## src/grt_pkg.sv

```systemverilog
// ----------------------------------------------------------------------------
// grt_pkg
// Shared types, codes and constants of the generational resource table.
// ----------------------------------------------------------------------------
package grt_pkg;

    localparam int unsigned ENTRIES_DEF       = 64;
    localparam int unsigned TIMELINE_BITS_DEF = 48;

    // operation codes
    localparam logic [2:0] FN_CREATE  = 3'd0;
    localparam logic [2:0] FN_UPDATE  = 3'd1;
    localparam logic [2:0] FN_TOUCH   = 3'd2;
    localparam logic [2:0] FN_DESTROY = 3'd3;
    localparam logic [2:0] FN_RETIRE  = 3'd4;
    localparam logic [2:0] FN_LK_HDL  = 3'd5;
    localparam logic [2:0] FN_LK_KEY  = 3'd6;

    // error codes
    localparam logic [3:0] ER_NONE      = 4'd0;
    localparam logic [3:0] ER_NULL      = 4'd1;
    localparam logic [3:0] ER_EMPTY     = 4'd2;
    localparam logic [3:0] ER_DUP       = 4'd3;
    localparam logic [3:0] ER_MISSING   = 4'd4;
    localparam logic [3:0] ER_STALE     = 4'd5;
    localparam logic [3:0] ER_IMMUTABLE = 4'd6;
    localparam logic [3:0] ER_RETIRING  = 4'd7;
    localparam logic [3:0] ER_REGRESS   = 4'd8;
    localparam logic [3:0] ER_EXHAUST   = 4'd9;
    localparam logic [3:0] ER_FULL      = 4'd10;

    // slot status codes
    localparam logic [1:0] ST_UNUSED   = 2'd0;
    localparam logic [1:0] ST_ALIVE    = 2'd1;
    localparam logic [1:0] ST_RETIRING = 2'd2;
    localparam logic [1:0] ST_FREED    = 2'd3;

    typedef struct packed {
        logic [2:0]  func;
        logic [47:0] address;
        logic [3:0]  kind;
        logic [1:0]  usage;
        logic [31:0] byte_size;
        logic [31:0] handle_generation;
        logic [47:0] timeline_value;
    } grt_req_t;

    typedef struct packed {
        logic [3:0]  error_code;
        logic [31:0] generation_out;
        logic        found;
        logic        entry_retiring;
        logic [1:0]  entry_usage;
        logic [31:0] entry_byte_size;
        logic [47:0] entry_last_use;
        logic [47:0] entry_retire_value;
        logic [6:0]  retired_count;
        logic [6:0]  alive_count;
        logic [6:0]  retiring_count;
    } grt_rsp_t;

    // controller to datapath
    typedef struct packed {
        logic load;      // capture request, start scan
        logic scan;      // advance scan index
        logic read;      // read matched slot
        logic commit;    // evaluate and write back
        logic finish;    // build the response
    } grt_cmd_t;

    // datapath to controller
    typedef struct packed {
        logic scan_last;
        logic is_retire;
    } grt_sts_t;

endpackage

```

## src/grt_ctrl.sv

```systemverilog
// ----------------------------------------------------------------------------
// grt_ctrl
// Sequencer: accept, scan the table, read, commit, present the result.
// ----------------------------------------------------------------------------
module grt_ctrl
    import grt_pkg::*;
(
    input  logic     clk,
    input  logic     rst_n,
    input  logic     in_valid,
    output logic     in_stall,
    output logic     out_valid,
    input  logic     out_stall,
    output grt_cmd_t cmd,
    input  grt_sts_t sts
);

    typedef enum logic [6:0] {
        S_IDLE   = 7'b0000001,
        S_SCAN   = 7'b0000010,
        S_DRAIN  = 7'b0000100,
        S_READ   = 7'b0001000,
        S_COMMIT = 7'b0010000,
        S_FINISH = 7'b0100000,
        S_OUT    = 7'b1000000
    } state_t;

    state_t state_reg, state_next;

    assign in_stall  = (state_reg != S_IDLE);
    assign out_valid = (state_reg == S_OUT);

    always_comb
    begin
        cmd        = '0;
        state_next = state_reg;
        case (state_reg)
            S_IDLE:
                if (in_valid)
                begin
                    cmd.load   = 1'b1;
                    state_next = S_SCAN;
                end
            S_SCAN:
            begin
                cmd.scan = 1'b1;
                if (sts.scan_last)
                    state_next = S_DRAIN;
            end
            // last slot read is checked here
            S_DRAIN:
                state_next = S_READ;
            S_READ:
            begin
                cmd.read   = 1'b1;
                state_next = S_COMMIT;
            end
            S_COMMIT:
            begin
                cmd.commit = 1'b1;
                state_next = S_FINISH;
            end
            S_FINISH:
            begin
                cmd.finish = 1'b1;
                state_next = S_OUT;
            end
            S_OUT:
                if (!out_stall)
                    state_next = S_IDLE;
            default:
                state_next = S_IDLE;
        endcase
    end

    always_ff @(posedge clk or negedge rst_n)
    begin
        if (!rst_n)
            state_reg <= S_IDLE;
        else
            state_reg <= state_next;
    end

endmodule

```

## config.mk

```make
export PLATFORM = sky130hd
export DESIGN_NAME = grt_ctrl
export DESIGN_NICKNAME = d
export VERILOG_FILES = /design/src/grt_pkg.sv /design/src/grt_ctrl.sv
export SDC_FILE = /design/constraint.sdc
export NUM_CORES = 1
export LEC_CHECK = 0
export ABC_AREA = 1
export BUFFER_PORTS_ARGS = -buffer_cell sky130_fd_sc_hd__buf_2
export CORE_MARGIN = 4
export CORE_UTILIZATION = 32
export DETAILED_ROUTE_END_ITERATION = 10
export HOLD_SLACK_MARGIN = 0.03
export SKIP_CTS_REPAIR_TIMING = 1
export SLEW_MARGIN = 10
export SYNTH_ARGS = -nofsm -noshare
export SYNTH_HDL_FRONTEND = slang
export SYNTH_SLANG_ARGS = --single-unit
```

## constraint.sdc

```tcl
create_clock -name clk -period 1.79 [get_ports clk]
set_input_delay 0.0895 -clock clk [delete_from_list [all_inputs] [get_ports clk]]
set_output_delay 0.0895 -clock clk [all_outputs]
set_load 0.01 [all_outputs]
```

# Word-level counts from Yosys, hierarchy flattened

Index checks and enable logic that the tools add are counted.

Register bits: 7
Input bits: 6

Muxes and demuxes: 10
Eq/ne operators: 11
Reduce and logical (&&, ||, !) cells: 1

Operators by type and width:

| operator                                                                | number |
|---|---|
| 7-bit one-hot mux with 7 select lines                                   | 1 |
| 7-bit two-way mux                                                       | 3 |
| 7-bit by 1-bit equality test with 1-bit output, second input constant   | 1 |
| 7-bit by 2-bit equality test with 1-bit output, second input constant   | 1 |
| 7-bit by 3-bit equality test with 1-bit output, second input constant   | 1 |
| 7-bit by 4-bit equality test with 1-bit output, second input constant   | 1 |
| 7-bit by 5-bit equality test with 1-bit output, second input constant   | 1 |
| 7-bit by 6-bit equality test with 1-bit output, second input constant   | 1 |
| 7-bit equality test, second input constant                              | 1 |
| 7-bit by 1-bit inequality test with 1-bit output, second input constant | 1 |
| 1-bit two-way mux                                                       | 6 |
| 2-bit inequality test, second input constant                            | 3 |
| 3-bit AND reduction                                                     | 1 |

# Depth between registers and ports, before layout

Depth after elaboration: 3
Mapped depth: 7

# Worst setup path before layout

OpenSTA, ideal clock, no wires.

Kind: register -> output
Start point: register state_reg[3]
End point: output cmd[4] (netlist name)
Arrival: 1043 ps
Path buffers: 0
Stages on the path, launching flop included: 6
Slack: 658 ps
Cell sequence: dfrtp_1 -> nor2_4 -> nand3_1 -> nor2_1 -> inv_1 -> nor2_1

RTL lines:

| item                     | RTL line       | text |
|---|---|---|
| start: declaration       | grt_ctrl.sv:28 | `state_t state_reg, state_next;` |
| start signal: assignment | grt_ctrl.sv:81 | `state_reg <= state_next;` |
| end: declaration         | grt_ctrl.sv:14 | `output grt_cmd_t cmd,` |

==> metrics.md <==
| Metric | Value |
|---|---|
| Status | finished clean |
| First-pass GRT wire length | 1518 µm |
| Die Y | 45.52 µm |
| Mapped Avg Cell Area | 7.265 µm² |
| Worst-path maximum fanout | 7 |
| Critical path startpoint category | flop |
| Vias in the first global route | 395 |
| Ports | 13 |
| Overall power | 0.7389 mW |
| Worst Path Required | 1.70 ns |
| MaxCap Viol Count | 0 |
| Syn Inst Count | 62 |
| Leading area contributor after synthesis | dfrtp_1 |
| Netlist Area Pre-Place | 450.4 µm² |
| Final Hold Fails | 0 |
| Initial Utilization | 0.3419 |
| Setup total negative slack | 0 ns |
| Most instantiated library cell after synthesis | nor2_1 |
| Synth top area share | 0.3333 |
| Pins Over Slew Limit | 0 |
| Seq cells post-synth | 7 |
| GR Layer Usage met1 | 0.1229 |
| Asr flop ratio synth | 1.000 |
| Post-synthesis sequential area ratio | 0.3917 |
| Largest net degree at the start of global routing | 8 |
| CP startpoint | state_reg[5] |
| Row cnt | 13 |
| Layout overhead on the synthesized area | 21.11% |
| Final period util | 0.8469 |
| Synth area leaders | dfrtp_1 (33%), nor2_1 (13%), inv_1 (11%) |
| Most used flip-flop cell after synthesis | dfrtp_1 |
| Post-DR vias/cell | 4.462 |
| Initial antenna violation count | 0 |
| Nets@finish | 83 |
| Starting DRT DRC Count | 11 |
| Share of cells above drive strength 1 | 0.3158 |
| Worst VDD drop | 481.0 µV |
| Reg-to-reg startpoint | state_reg[0] |
| Root Buffer | clkbuf_4 |
| Core ar. | 1318 µm² |
| Post-synth EDFFs | 0 |
| Yosys warns | 0 |
| DIE AREA | 2072 µm² |
| # diodes | 0 |
| Worst slew pin tran | 0.1880 ns |
| CP Capture Type | output port |
| GPL Wtd Cong | 0.6807 |
| WP data arrival | 1.43 ns |
| TritonCTS clock tree | built |
| RSZ-0062 raised after global routing | false |
| PwrDens | 1355 nW/µm² |
| Clk slew on worst S/H paths | 0.06 ns |
| Num Clock Sinks | 7 |
| Static leakage | 0.3107 nW |
| Width of the die | 45.52 µm |
| Grt total ovfl | 0 |
| Routed WL per cell | 9.835 µm |
| WS Path Type | flop to output port |
| Period minus WS final | 1.516 ns |
| # setup viols final | 0 |
| Met2 GRT Util | 0.1643 |
| PortBufs | 11 |
| GRT Total Usage | 0.1038 |
| Syn Nets | 68 |
| Worst Hold Class | primary input to flop |
| Routed Antenna Nets | 0 |
| Fillers | 144 |
| M3 GR Usage | 0.02372 |
| HPWL Detailed | 712.7 µm |
| Skew-Pair Late Insertion Delay | 0.26 ns |
| Clk buf depth | 2 |
| Final setup skew | 0.005688 ns |
| Max Clk Rate | 659.6 MHz |
| TritonCTS Buffers | 3 |
| Max FFs per register | 7 |
| Drt drc | 0 |
| Hold_sp | sts[1] |
| Routed via count | 406 |
| Grt peak-use layer | met2 |
| DR pass1 iterations | 4 |
| Cell variety after synth | 15 |
| Commonest cells in the netlist | nor2_1 (16), inv_1 (13), dfrtp_1 (6), nand3_1 (6), nand2_1 (5) |
| Final wirelength | 895 µm |
| CTS H-Tree Depth | 1 |
| Max-slew headroom | 0.8746 |
[cells by family after synthesis]
family | count (synthesis) | synth area share
simple gates | 37 | 0.4194
buf+inv | 15 | 0.1417
flops | 7 | 0.3917
compound gates | 3 | 0.04722
[cell usage in the layout, fill, tap and decap left out, types with 2 or more instances in the layout]
master,instances
buf_2,11
clkbuf_4,3
dfrtp_1,6
inv_1,13
nand2_1,5
nand2_2,2
nand2_4,2
nand3_1,6
nor2_1,16
nor2_2,2
nor2_4,2
nor3_1,2
[final timing paths]
check,endpoint,slack (ns),cells past startpoint
max,cmd[4],0.27,6
min,state_reg[1],0.1,4
max reg2reg,state_reg[2],0.62,6
min reg2reg,state_reg[3],0.56,3
max in group asynchronous,state_reg[0],1.35,2
min in group asynchronous,state_reg[4],0.20,2
[final cells by class]
class	count	area, µm²	share of cell area
flip-flops and latches	7	176.4	0.3234
multi-input cells	40	210.2	0.3853
inverters	13	48.80	0.08945
clock buffers	4	26.28	0.04817
repair buffers	12	65.06	0.1193
well taps	15	18.77	0.03440
[metal layers]
| layer | routed length (µm) | up-vias | share of wire |
|---|---|---|---|
| li1 | - | 216 | - |
| met1 | 402 | 179 | 0.45 |
| met2 | 433 | 9 | 0.48 |
| met3 | 38 | 2 | 0.042 |
| met4 | 20 | 0 | 0.022 |
| met5 | 0 | - | 0 |
[worst max-delay path: stages (launching register included)]
cell	delay [ns]
dfrtp_1	0.41
nor2_2	0.16
nand2_4	0.11
nor2_1	0.18
inv_1	0.10
nor2_1	0.08
buf_2	0.13
[per-stage QoR]
step	instances	hold slack, ns	worst slack (ns)	instance area [µm²]	utilization
2_1_floorplan	62	-0.2061	0.6579	450.4	-
3_3_place_gp	86	-0.06760	0.5753	509.2	0.3865
3_5_place_dp	86	-0.06460	0.5574	509.2	0.3865
4_1_cts	90	-0.3390	0.2648	535.5	0.4065
5_1_grt	91	0.1256	0.1615	545.5	0.4141
6_report	91	0.09846	0.2740	545.5	0.4141
[power breakdown]
part	switching (mW)	internal (mW)	total [mW]
clock	0.0640	0.0855	0.150
sequential	0.0341	0.203	0.237
combinational	0.223	0.129	0.352
total	0.321	0.418	0.739
No activity file was read; power rests on OpenSTA's default activity.
